`src/hw/rtl/iee_pkg.sv`:
```
`default_nettype none
// ----------------------------------------------------------------------------
// iee_pkg: shared types and codes of the infix expression evaluator
// Operator codes, status codes, divider request and response words, precedence.
// ----------------------------------------------------------------------------
package iee_pkg;

	typedef enum logic [2:0] {
		OP_ADD = 3'd0,
		OP_SUB = 3'd1,
		OP_MUL = 3'd2,
		OP_DIV = 3'd3,
		OP_POW = 3'd4,
		OP_EQU = 3'd5
	} op_t;

	typedef enum logic [2:0] {
		ST_OK      = 3'd0,
		ST_BADCHAR = 3'd1,
		ST_MISSING = 3'd2,
		ST_COUNT   = 3'd3,
		ST_DIVZERO = 3'd4,
		ST_FULL    = 3'd5,
		ST_LITOVF  = 3'd6
	} status_t;

	// Divider request: start strobe with signed operands
	typedef struct packed {
		logic        start;
		logic [31:0] dividend;
		logic [31:0] divisor;
	} div_req_t;

	typedef struct packed {
		logic        done;
		logic [31:0] quotient;
	} div_rsp_t;

	function automatic logic [1:0] prec(input logic [2:0] op);
		logic [1:0] p;
		p = 2'd0;
		if (op == OP_ADD || op == OP_SUB) p = 2'd1;
		if (op == OP_MUL || op == OP_DIV) p = 2'd2;
		return p;
	endfunction

endpackage
`default_nettype wire

```
`src/hw/rtl/iee_if.sv`:
```
`default_nettype none
// ----------------------------------------------------------------------------
// iee_char_if / iee_res_if: valid/ready channels of the evaluator
// Input words carry one character; output words carry one result.
// ----------------------------------------------------------------------------
interface iee_char_if;
	logic       valid;
	logic       ready;
	logic [7:0] char_code;
	logic       last;
	modport source (output valid, output char_code, output last, input ready);
	modport sink (input valid, input char_code, input last, output ready);
endinterface

interface iee_res_if;
	logic               valid;
	logic               ready;
	logic signed [31:0] value;
	logic [2:0]         status;
	modport source (output valid, output value, output status, input ready);
	modport sink (input valid, input value, input status, output ready);
endinterface
`default_nettype wire

```
`src/hw/rtl/iee_div.sv`:
```
`default_nettype none
// ----------------------------------------------------------------------------
// iee_div: signed 32-bit divider, one quotient bit per cycle
// Truncates toward zero; the most negative over minus one wraps.
// ----------------------------------------------------------------------------
module iee_div
	import iee_pkg::*;
(
	input  wire logic     clk,
	input  wire logic     arst_n,
	input  wire div_req_t req,
	output div_rsp_t      rsp
);

	logic [31:0] rem_q, quo_q, dvs_q;
	logic [5:0]  cnt_q;
	logic        busy_q, neg_q, done_q;
	logic [32:0] trial;
	logic [31:0] shifted;

	assign shifted = {rem_q[30:0], quo_q[31]};
	assign trial   = {1'b0, shifted} - {1'b0, dvs_q};

	// Restoring division on magnitudes
	always_ff @(posedge clk or negedge arst_n) begin
		if (!arst_n) begin
			busy_q <= 1'b0;
			cnt_q  <= '0;
			done_q <= 1'b0;
		end else begin
			done_q <= 1'b0;
			if (req.start) begin
				busy_q <= 1'b1;
				cnt_q  <= 6'd32;
				rem_q  <= '0;
				quo_q  <= req.dividend[31] ? 32'd0 - req.dividend : req.dividend;
				dvs_q  <= req.divisor[31] ? 32'd0 - req.divisor : req.divisor;
				neg_q  <= req.dividend[31] ^ req.divisor[31];
			end else if (busy_q) begin
				if (!trial[32]) begin
					rem_q <= trial[31:0];
					quo_q <= {quo_q[30:0], 1'b1};
				end else begin
					rem_q <= shifted;
					quo_q <= {quo_q[30:0], 1'b0};
				end
				cnt_q <= cnt_q - 6'd1;
				if (cnt_q == 6'd1) begin
					busy_q <= 1'b0;
					done_q <= 1'b1;
				end
			end
		end
	end

	assign rsp = {done_q, (neg_q ? 32'd0 - quo_q : quo_q)};

endmodule
`default_nettype wire

```
`src/hw/rtl/infix_expression_evaluator.sv`:
```
`default_nettype none
// ----------------------------------------------------------------------------
// infix_expression_evaluator: two-stack infix integer evaluator
// A character is latched in S_IDLE and decoded in S_CHAR; an operator passes
// S_OPCHK, S_OPRD, per reduction S_RDB, S_RDA, S_CALC (S_DIVW to divide) and
// S_PUSHOP. The last character adds S_FIN, its final reductions and S_OUT for
// the result word. One character in flight at a time. Reset clears control
// state, not final_q; stack memories are not cleared, counts guard every read.
// ----------------------------------------------------------------------------
module infix_expression_evaluator
	import iee_pkg::*;
#(
	parameter int STACK_DEPTH = 16
) (
	input wire logic clk,
	input wire logic arst_n,
	iee_char_if.sink in_ch,
	iee_res_if.source out_ch
);

	localparam int AW = (STACK_DEPTH > 1) ? $clog2(STACK_DEPTH) : 1;
	localparam int CW = $clog2(STACK_DEPTH + 1);

	typedef enum logic [3:0] {
		S_IDLE, S_CHAR, S_OPCHK, S_OPRD, S_RDB, S_RDA, S_CALC, S_DIVW,
		S_PUSHOP, S_FIN, S_OUT
	} state_t;

	state_t state_q;

	// Stack memories with registered read ports
	logic [31:0] opnd_mem [STACK_DEPTH];
	logic [2:0]  oper_mem [STACK_DEPTH];
	logic [31:0] opnd_rd_q;
	logic [2:0]  oper_rd_q;
	logic        opnd_we, oper_we;
	logic [AW-1:0] opnd_wa, opnd_ra, oper_wa, oper_ra;
	logic [31:0] opnd_wd;
	logic [2:0]  oper_wd;

	logic [CW-1:0] opnd_cnt_q, oper_cnt_q;
	logic [31:0] acc_q, a_q, b_q;
	logic        in_lit_q, last_q, final_q;
	logic [2:0]  err_q, op_q, new_op_q;
	logic [7:0]  ch_q;

	div_req_t div_req;
	div_rsp_t div_rsp;

	iee_div u_div (.clk(clk), .arst_n(arst_n), .req(div_req), .rsp(div_rsp));

	always_ff @(posedge clk) begin
		if (opnd_we) opnd_mem[opnd_wa] <= opnd_wd;
		opnd_rd_q <= opnd_mem[opnd_ra];
		if (oper_we) oper_mem[oper_wa] <= oper_wd;
		oper_rd_q <= oper_mem[oper_ra];
	end

	// Decode the held character
	logic        is_dig, is_sp, is_op;
	logic [2:0]  op_code;
	logic [35:0] lit_next;
	always_comb begin
		is_dig  = (ch_q >= 8'h30) && (ch_q <= 8'h39);
		is_sp   = (ch_q == 8'h20) || ((ch_q >= 8'd9) && (ch_q <= 8'd13));
		is_op   = 1'b1;
		op_code = OP_ADD;
		case (ch_q)
			8'h2B: op_code = OP_ADD;
			8'h2D: op_code = OP_SUB;
			8'h2A: op_code = OP_MUL;
			8'h2F: op_code = OP_DIV;
			8'h5E: op_code = OP_POW;
			8'h3D: op_code = OP_EQU;
			default: is_op = 1'b0;
		endcase
		lit_next = {1'b0, acc_q, 3'b000} + {3'b000, acc_q, 1'b0} + {28'd0, ch_q - 8'h30};
	end

	// Memory port control
	logic [31:0] calc_r;
	always_comb begin
		opnd_we = 1'b0; opnd_wa = opnd_cnt_q[AW-1:0]; opnd_wd = acc_q;
		oper_we = 1'b0; oper_wa = oper_cnt_q[AW-1:0]; oper_wd = new_op_q;
		opnd_ra = opnd_cnt_q[AW-1:0] - AW'(1);
		oper_ra = oper_cnt_q[AW-1:0] - AW'(1);
		div_req.start = 1'b0;
		div_req.dividend = a_q;
		div_req.divisor = b_q;
		case (op_q)
			OP_ADD: calc_r = a_q + b_q;
			OP_SUB: calc_r = a_q - b_q;
			OP_MUL: calc_r = a_q * b_q;
			default: calc_r = 32'd0;
		endcase
		case (state_q)
			S_RDB: opnd_ra = opnd_cnt_q[AW-1:0] - AW'(2);
			S_CHAR: opnd_we = err_q == ST_OK && !is_dig && (is_sp || is_op) && in_lit_q
				&& opnd_cnt_q != CW'(STACK_DEPTH);
			S_FIN: opnd_we = err_q == ST_OK && in_lit_q && opnd_cnt_q != CW'(STACK_DEPTH);
			S_CALC: begin
				opnd_wd = calc_r;
				opnd_we = op_q != OP_DIV;
				div_req.start = op_q == OP_DIV && b_q != 32'd0 &&
					!(a_q == 32'h8000_0000 && b_q == 32'hFFFF_FFFF);
				if (op_q == OP_DIV && a_q == 32'h8000_0000 && b_q == 32'hFFFF_FFFF) begin
					opnd_wd = 32'h8000_0000;
					opnd_we = 1'b1;
				end else if (op_q == OP_DIV) begin
					opnd_we = 1'b0;
				end
			end
			S_DIVW: begin
				opnd_wd = div_rsp.quotient;
				opnd_we = div_rsp.done;
			end
			S_PUSHOP: oper_we = oper_cnt_q != CW'(STACK_DEPTH);
			default: ;
		endcase
	end

	assign in_ch.ready = state_q == S_IDLE;

	// Sequencer: hold state, counts and the result word
	always_ff @(posedge clk or negedge arst_n) begin
		if (!arst_n) begin
			state_q <= S_IDLE;
			opnd_cnt_q <= '0; oper_cnt_q <= '0;
			acc_q <= '0; in_lit_q <= 1'b0; err_q <= ST_OK;
			out_ch.valid <= 1'b0;
		end else begin
			case (state_q)
				S_IDLE: if (in_ch.valid) begin
					ch_q <= in_ch.char_code;
					last_q <= in_ch.last;
					final_q <= 1'b0;
					state_q <= S_CHAR;
				end
				S_CHAR: begin
					state_q <= last_q ? S_FIN : S_IDLE;
					if (err_q == ST_OK) begin
						if (is_dig) begin
							if (lit_next > 36'h7FFF_FFFF) err_q <= ST_LITOVF;
							else begin
								acc_q <= lit_next[31:0];
								in_lit_q <= 1'b1;
							end
						end else if (!is_sp && !is_op) begin
							err_q <= ST_BADCHAR;
						end else begin
							if (in_lit_q) begin
								in_lit_q <= 1'b0;
								acc_q <= '0;
								if (opnd_cnt_q == CW'(STACK_DEPTH)) err_q <= ST_FULL;
								else opnd_cnt_q <= opnd_cnt_q + CW'(1);
							end
							if (is_op && !(in_lit_q && opnd_cnt_q == CW'(STACK_DEPTH))) begin
								new_op_q <= op_code;
								state_q <= S_OPCHK;
							end
						end
					end
				end
				S_OPCHK: begin
					// wait for operator top read
					if (err_q != ST_OK) state_q <= final_q ? S_OUT : (last_q ? S_FIN : S_IDLE);
					else if (oper_cnt_q == '0) state_q <= final_q ? S_OUT : S_PUSHOP;
					else state_q <= S_OPRD;
				end
				S_OPRD: begin
					if (final_q || prec(new_op_q) <= prec(oper_rd_q)) begin
						op_q <= oper_rd_q;
						oper_cnt_q <= oper_cnt_q - CW'(1);
						if (opnd_cnt_q < CW'(2)) begin
							err_q <= ST_MISSING;
							state_q <= S_OPCHK;
						end else state_q <= S_RDB;
					end else state_q <= S_PUSHOP;
				end
				S_RDB: begin
					b_q <= opnd_rd_q;
					state_q <= S_RDA;
				end
				S_RDA: begin
					a_q <= opnd_rd_q;
					opnd_cnt_q <= opnd_cnt_q - CW'(2);
					state_q <= S_CALC;
				end
				S_CALC: begin
					if (op_q == OP_DIV && b_q == 32'd0) begin
						err_q <= ST_DIVZERO;
						state_q <= S_OPCHK;
					end else if (op_q == OP_DIV &&
						!(a_q == 32'h8000_0000 && b_q == 32'hFFFF_FFFF)) begin
						state_q <= S_DIVW;
					end else begin
						opnd_cnt_q <= opnd_cnt_q + CW'(1);
						state_q <= S_OPCHK;
					end
				end
				S_DIVW: if (div_rsp.done) begin
					opnd_cnt_q <= opnd_cnt_q + CW'(1);
					state_q <= S_OPCHK;
				end
				S_PUSHOP: begin
					if (oper_cnt_q == CW'(STACK_DEPTH)) err_q <= ST_FULL;
					else oper_cnt_q <= oper_cnt_q + CW'(1);
					state_q <= last_q ? S_FIN : S_IDLE;
				end
				S_FIN: begin
					final_q <= 1'b1;
					if (err_q == ST_OK && in_lit_q) begin
						in_lit_q <= 1'b0;
						if (opnd_cnt_q == CW'(STACK_DEPTH)) err_q <= ST_FULL;
						else opnd_cnt_q <= opnd_cnt_q + CW'(1);
					end
					state_q <= S_OPCHK;
				end
				S_OUT: begin
					if (!out_ch.valid) begin
						// operand memory read of entry 0 pending when count is one
						out_ch.valid <= 1'b1;
						out_ch.status <= (err_q == ST_OK && opnd_cnt_q != CW'(1))
							? ST_COUNT : err_q;
						out_ch.value <= (err_q == ST_OK && opnd_cnt_q == CW'(1))
							? opnd_rd_q : 32'sd0;
					end else if (out_ch.ready) begin
						out_ch.valid <= 1'b0;
						opnd_cnt_q <= '0; oper_cnt_q <= '0;
						acc_q <= '0; in_lit_q <= 1'b0; err_q <= ST_OK;
						state_q <= S_IDLE;
					end
				end
				default: state_q <= S_IDLE;
			endcase
		end
	end

endmodule
`default_nettype wire
```
`src/flat_wrapper.sv`:
```
// flat-port wrapper written by rule: the top's interface ports become plain ports
module infix_expression_evaluator_flat import iee_pkg::*;
#(
	parameter int STACK_DEPTH = 16
)
  (clk, arst_n, in_ch_valid, in_ch_char_code, in_ch_last, in_ch_ready, out_ch_valid, out_ch_value, out_ch_status, out_ch_ready);
  iee_char_if in_ch_i ();
  iee_res_if out_ch_i ();
  input wire logic clk;
  input wire logic arst_n;
  input wire logic [$bits(in_ch_i.valid)-1:0] in_ch_valid;
  input wire logic [$bits(in_ch_i.char_code)-1:0] in_ch_char_code;
  input wire logic [$bits(in_ch_i.last)-1:0] in_ch_last;
  output wire logic [$bits(in_ch_i.ready)-1:0] in_ch_ready;
  output wire logic [$bits(out_ch_i.valid)-1:0] out_ch_valid;
  output wire logic [$bits(out_ch_i.value)-1:0] out_ch_value;
  output wire logic [$bits(out_ch_i.status)-1:0] out_ch_status;
  input wire logic [$bits(out_ch_i.ready)-1:0] out_ch_ready;
  assign in_ch_i.valid = in_ch_valid;
  assign in_ch_i.char_code = in_ch_char_code;
  assign in_ch_i.last = in_ch_last;
  assign in_ch_ready = in_ch_i.ready;
  assign out_ch_valid = out_ch_i.valid;
  assign out_ch_value = out_ch_i.value;
  assign out_ch_status = out_ch_i.status;
  assign out_ch_i.ready = out_ch_ready;
  infix_expression_evaluator #(.STACK_DEPTH(STACK_DEPTH)) u_core (.clk(clk), .arst_n(arst_n), .in_ch(in_ch_i), .out_ch(out_ch_i));
endmodule
```
`config.mk`:
```
export PLATFORM = sky130hd
export DESIGN_NAME = infix_expression_evaluator_flat
export DESIGN_NICKNAME = d
export VERILOG_FILES = /design/src/hw/rtl/iee_pkg.sv /design/src/hw/rtl/iee_if.sv /design/src/hw/rtl/iee_div.sv /design/src/hw/rtl/infix_expression_evaluator.sv /design/src/flat_wrapper.sv
export SDC_FILE = /design/constraint.sdc
export NUM_CORES = 2
export LEC_CHECK = 0
export ABC_CLOCK_PERIOD_IN_PS = 13150
export BUFFER_PORTS_ARGS = -buffer_cell sky130_fd_sc_hd__buf_4
export CAP_MARGIN = 40
export CELL_PAD_IN_SITES_DETAIL_PLACEMENT = 1
export CELL_PAD_IN_SITES_GLOBAL_PLACEMENT = 1
export CORE_MARGIN = 2
export CORE_UTILIZATION = 45
export CTS_BUF_LIST = sky130_fd_sc_hd__clkbuf_8
export DETAILED_ROUTE_END_ITERATION = 10
export PLACE_DENSITY_LB_ADDON = 0.1
export SLEW_MARGIN = 0
export SYNTH_ARGS = -nofsm -noshare
export SYNTH_HDL_FRONTEND = slang
export SYNTH_HIERARCHICAL = 1
export SYNTH_SLANG_ARGS = --single-unit
```
`constraint.sdc`:
```
create_clock -name clk -period 13.15 [get_ports clk]
set_clock_uncertainty 0.05 [all_clocks]
set_input_delay 1.315 -clock clk [delete_from_list [all_inputs] [get_ports clk]]
set_output_delay 1.315 -clock clk [all_outputs]
set_load 0.01 [all_outputs]
```
## Word level (Yosys, flattened, before mapping)

Memory sizes are Yosys's and may differ from the RTL's. A register that Yosys moved wholly into a read port is not among the register bits.
Index checks and enable logic that the tools add are counted.

- Register bits after elaboration: 271
- Memory bits (writable): 560
- Input port bits: 13
- Output and inout port bits: 37
- Word-level logic and storage cells: 280
- Memories kept: 2

Memories:

| memory | depth | bits a word | read ports | clocked after Yosys merged registers in | write ports | line | RTL |
|---|---|---|---|---|---|---|---|
| u_core.opnd_mem | 16 | 32 | 1 | 1 | 1 | infix_expression_evaluator.sv:32 | `logic [31:0] opnd_mem [STACK_DEPTH];` |
| u_core.oper_mem | 16 | 3 | 1 | 1 | 1 | infix_expression_evaluator.sv:33 | `logic [2:0] oper_mem [STACK_DEPTH];` |

- Add/subtract/negate cells: 17
- $mul: 1
- Magnitude comparators: 7
- Equal/unequal tests: 57
- Muxes and demuxes: 104
- Bitwise gates (word level): 4
- Reduce and logical (&&, ||, !) cells: 64

Operator list:

| cell | number |
|---|---|
| 32-bit two-way mux | 14 |
| 32-bit case mux with 2 select lines | 2 |
| 32-bit case mux with 3 select lines | 1 |
| 1-bit by 32-bit subtractor with 32-bit output (first input constant) | 3 |
| 5-bit two-way mux | 13 |
| 32-bit equality test (second input constant) | 2 |
| 4-bit two-way mux | 15 |
| 8-bit by 6-bit equality test with 1-bit output (second input constant) | 6 |
| 3-bit two-way mux | 15 |
| 4-bit case mux with 11 select lines | 1 |
| 35-bit by 33-bit adder with 36-bit output | 1 |
| 36-bit by 8-bit adder with 36-bit output | 1 |
| 36-bit by 31-bit greater-than comparator with 1-bit output (second input constant) | 1 |
| 32-bit by 32-bit subtractor with 33-bit output | 1 |
| 32-bit adder | 1 |
| 32-bit logical NOT | 1 |
| 32-bit by 32-bit multiplier with 32-bit output | 1 |
| 32-bit nonzero test | 1 |
| 32-bit subtractor | 1 |
| 31-bit two-way mux | 1 |
| 5-bit case mux with 6 select lines | 1 |
| 1-bit two-way mux | 28 |
| 11-bit AND reduction | 2 |
| 1-bit logical AND | 20 |
| other kinds (56) | 121 |

## Longest topological paths before layout

- Depth after elaboration: 10
- Depth in mapped cells: 28

## By module

Netlist, hierarchy kept.

Modules (own cells, without submodules):

| module | instances | cells each | area an instance (um^2) | sequential area each (um^2) |
|---|---|---|---|---|
| infix_expression_evaluator | 1 | 3971 | 50043.0 | 22246.3 |
| iee_div | 1 | 895 | 8067.7 | 3083.0 |

## Worst setup path after synthesis

OpenSTA, ideal clock, no wires.

- Path type: flip-flop to flip-flop
- From: register u_core.b_q[8]
- To: memory u_core.opnd_mem[0][30], data pin
- Library setup time: 0.386 ns
- Data arrival time: 7.105 ns
- Slack: 5.609 ns
- Cell stages (with the launch flop): 26
- Path through: edfxtp_1 clkbuf_1 buf_1 nand2_1 fa_1 inv_1 fa_1 fa_1 inv_1 fa_1 inv_1 fa_1 inv_1 fa_1 inv_1 fa_1 fa_1 ha_1 nor3_1 o41ai_1 a22o_1 o41ai_1 o21ai_0 xor2_1 a21oi_1 o21ai_0

- Cells in the longest elaborated chain, start to end: 4

Ends and longest elaborated chain:

| what | line | RTL |
|---|---|---|
| from (decl) | infix_expression_evaluator.sv:42 | `logic [31:0] acc_q, a_q, b_q;` |
| from (signal assigned) | infix_expression_evaluator.sv:181 | `b_q <= opnd_rd_q;` |
| 32-bit by 32-bit multiplier with 32-bit output, or another cell as far along | infix_expression_evaluator.sv:93 | `OP_MUL: calc_r = a_q * b_q;` |
| 32-bit case mux with 3 select lines / 1-bit logical AND (equally long branches) | infix_expression_evaluator.sv:90, infix_expression_evaluator.sv:106 |  |
| 32-bit two-way mux (*) | infix_expression_evaluator.sv:106 | `if (op_q == OP_DIV && a_q == 32'h8000_0000 && b_q == 32'hFFFF_FFFF) begin` |
| 32-bit case mux with 2 select lines (*) | infix_expression_evaluator.sv:96 | `case (state_q)` |
| via u_core.opnd_wd[30] | infix_expression_evaluator.sv:38 | `logic [31:0] opnd_wd;` |
| to (decl) | infix_expression_evaluator.sv:32 |  |

The timed path passes the listed nets; every way through them passes the cells marked *.

## Worst setup path in the final report

- From: register u_core.a_q[11]
- To: memory u_core.opnd_mem[0][29], data pin

- Cells in the longest elaborated chain, start to end: 5

Ends and longest elaborated chain:

| what | line | RTL |
|---|---|---|
| from (decl) | infix_expression_evaluator.sv:42 |  |
| from (signal assigned) | infix_expression_evaluator.sv:185 | `a_q <= opnd_rd_q;` |
| parallel branches: the longest is 3 deep, another holds 32-bit by 32-bit multiplier with 32-bit output | n/a |  |
| 32-bit two-way mux (*) | infix_expression_evaluator.sv:106 |  |
| 32-bit case mux with 2 select lines (*) | infix_expression_evaluator.sv:96 |  |
| via u_core.opnd_wd[29] | infix_expression_evaluator.sv:38 |  |

Mark *: on every way through the listed nets, which the timed path passes.

==> summary.txt <==
Status
  – Outcome: complete, no violations

Global route
  – Initial antenna violation count: 8
  – Largest net degree at the start of global routing: around 120
  – Vias in the first global route: roughly 43000
  – GRT Residual Overflow: 0
  – Total track usage: 0.271
  – First-pass GRT wire length: about 270 mm

Timing
  – Max Clk Rate: between 100 and 150 MHz
  – Unrepaired setup endpoints after global routing: false
  – Actual slew at the worst max-slew pin: roughly 0.96 ns
  – Period utilization: 0.651
  – Fin. max-slew vios: 0
  – WHS: between 0.3 and 0.4 ns
  – Crit path time final: roughly 8.6 ns
  – Setup violators final: 0
  – Final hold violation count: 0
  – Slew margin rel.: 0.363
  – Setup TNS: 0 ns

Drt
  – Met1 wire length: 75.5 mm
  – Routed Antenna Nets: 0
  – DR pass1 iterations: 8
  – Avg WL per Cell: about 26 um
  – Drt drc: 0
  – WL met3: a little over 8 mm
  – Post-Route WL: between 150 and 200 mm
  – Initial detailed-routing violation count: 2447
  – Wire length on met2: 85.3 mm
  – Max layer used: met5
  – Via count: between 30000 and 40000
  – Routed vias/inst: just under 6

Clock tree
  – CTS buffer count: 150
  – Clock Tree Root: clkbuf_8
  – CTS tree: done
  – Setup Fix Bufs, Post-CTS: 0
  – Cts hold-fix bufs: 0
  – CTS max path bufs: 3
  – Clock H-tree levels: 4
  – Post-CTS Resized: 0
  – CTS clock-pin slew for the worst setup and hold paths: 0.06 ns
  – Clock sinks: 865
  – Skew-Pair Late Insertion Delay: around 0.88 ns

Yosys
  – Synthesized area per cell: 11.9 um2
  – Post-synthesis sequential area ratio: 0.436
  – Top FF cell, synth: edfxtp_1
  – Combinational family with the most area after synthesis: adder cells
  – Most frequent cell after synthesis: edfxtp_1
  – Synth top cells by count: edfxtp_1 (771), inv_1 (487), fa_1 (417), nand2_1 (367), and2_1 (361)
  – Post-synthesis mux area share: 0.0649
  – Post-synthesis simple-gate area fraction: 0.118
  – Syn. warnings: 6
  – Yosys reg bits: ~870
  – Post-Syn Area: a little under 60000 um2
  – Library cells used by synthesis: 89
  – Post-Synth Adder-Cell Area: 0.203
  – Synth Area in XOR/XNOR: 0.0440
  – Top cell type's share of synthesized area: 0.398
  – Share of synthesized registers carrying an async set or reset: 0.0682
  – EDFF count, synth: just under 800
  – Post-synthesis compound-gate area fraction: 0.0861
  – Synthesized net count: roughly 5600
  – Dominant cell type by area after synthesis: edfxtp_1
  – Cells after Synth: approximately 5000
  – Top post-synthesis cells by area: edfxtp_1 (40%), fa_1 (14%), ha_1 (5.9%), mux4_2 (5.5%), and2_1 (3.9%)

Critical path
  – Startpoint Class: register
  – CP Max Fanout: 17
  – WS Path Type: reg -> reg
  – Crit path DAT: between 9 and 10 ns
  – Worst EP required: between 10 and 15 ns
  – Crit path capture type: register

Placed design
  – Gpl congestion: around 0.90
  – DPL Wire Length: roughly 120 mm
  – PortBufs: between 40 and 50

Floorplanning
  – Die X-Extent: 363 um
  – Die height: between 300 and 400 um
  – Initial core utilization: 0.455
  – Core area: between 100000 and 150000 um2
  – Die Area: around 130000 um2
  – Row cnt: ~130
  – # IOs: 50

Final layout
  – Layout Utilization: 0.500
  – Share of post-route cells with drive strength above 1: 0.119
  – Final #Nets: around 5700
  – Area delta synth->final: 9.96%

Flow run
  – MaxCap Viol Count: 0

Hold path
  – Worst hold path class: reg -> reg
## cell usage in the layout, fill, tap and decap left out, types with 18 or more instances in the layout
cell / synthesis / routed
nor2_1: 220 / 213
nor2b_1: 62 / 61
nand3_1: 39 / 39
edfxtp_1: 771 / 771
o21ai_1: 5 / 18
xor2_1: 102 / 101
nand2_1: 367 / 367
clkbuf_8: 0 / 158
o41ai_1: 21 / 21
clkinv_1: 0 / 26
nand2b_1: 38 / 38
and3_1: 21 / 21
xnor2_1: 190 / 189
and2_1: 361 / 357
a31oi_1: 18 / 18
o31ai_1: 42 / 42
dfxtp_1: 35 / 35
ha_1: 274 / 274
o21a_1: 22 / 22
a211oi_1: 79 / 79
nor3_1: 47 / 43
o21ai_0: 176 / 163
nand4_1: 19 / 19
a21o_1: 37 / 37
a22o_1: 30 / 30
dfrtp_1: 59 / 57
fa_1: 417 / 417
buf_4: 2 / 171
or3_1: 33 / 33
a21oi_1: 215 / 214
mux2i_1: 48 / 47
inv_1: 487 / 540
mux4_2: 143 / 143
## metrics by stage
| step | cells | instance area [um2] | worst slack, ns |
|---|---|---|---|
| 6_report | 6743 | 63900 | 4.59 |
| 5_1_grt | 6742 | 63900 | 4.25 |
| 4_1_cts | 6738 | 63900 | 4.70 |
| 3_5_place_dp | 6465 | 60900 | 4.74 |
| 3_3_place_gp | 6443 | 60600 | 4.54 |
| 2_1_floorplan | 4866 | 58100 | 5.61 |
## cell families after synthesis
logic type / count (synthesis)
AOI/OAI and AO/OA: 770
xor gates and xnor gates: 292
adders and majority gates: 691
buffers and inverters: 734
DFF: 865
muxes: 197
and+or+nand+nor: 1317
## worst paths after layout
kind,start,endpoint,slack (ns),depth (start not counted)
max,u_core/a_q[11],u_core/opnd_mem[0][29],4.59,22
min,u_core/oper_rd_q[0],u_core/op_q[0],0.38,0
max reg2reg,u_core/a_q[11],u_core/opnd_mem[0][29],4.59,22
min reg2reg,u_core/oper_rd_q[0],u_core/op_q[0],0.38,0
max in group asynchronous,arst_n,u_core/u_div/busy_q,11.31,2
min in group asynchronous,arst_n,u_core/in_lit_q,0.45,1
## metal layers
layer / track usage / up-vias
met2: 0.459 / 963
met3: 0.0356 / 253
li1: - / 17300
met1: 0.363 / 20400
met4: 0.0841 / 2
met5: 0 / -
## final cells by class
class	instances	area, um2
Sequential cell	865	25300
Tap cell	1662	2080
Clock inverter	115	796
Clock buffer	158	2170
Inverter	487	1830
Multi-Input combinational cell	3267	30200
Fill cell	13300	63900
Timing Repair Buffer	184	1510
Antenna cell	5	12.5
## state kept, by name (all words and copies together) (netlist names), 3 cells and up
| register | cells |
|---|---|
| u_core/out_ch.value | 32 |
| u_core/opnd_mem | 512 |
| u_core/err_q | 3 |
| u_core/oper_mem | 48 |
| u_core/opnd_rd_q | 32 |
| u_core/oper_cnt_q | 5 |
| u_core/u_div/rem_q | 31 |
| u_core/u_div/cnt_q | 6 |
| u_core/u_div/quo_q | 32 |
| u_core/state_q | 4 |
| u_core/u_div/dvs_q | 32 |
| u_core/oper_rd_q | 3 |
| u_core/op_q | 3 |
| u_core/b_q | 32 |
| u_core/a_q | 32 |
| u_core/acc_q | 32 |
| u_core/out_ch.status | 3 |
| u_core/opnd_cnt_q | 5 |
| u_core/new_op_q | 3 |
| u_core/ch_q | 8 |
## worst max-delay path: stages, from the launching register on
cell      delay [ns]
edfxtp_1        0.79
buf_4           0.40
and2_1          0.19
fa_1            0.41
inv_1           0.08
fa_1            0.44
fa_1            0.58
fa_1            0.45
fa_1            0.55
inv_1           0.05
fa_1            0.48
fa_1            0.54
fa_1            0.44
ha_1            0.37
nand3_1         0.12
nor2_1          0.18
nand2_1         0.08
o41ai_1         0.57
a41oi_1         0.26
and3b_1         0.23
o21ai_0         0.17
nand3_1         0.15
or3_1           0.60
Power is not shown: default switching activity piles up to over one toggle a cycle in this logic, so the estimate is an artifact.
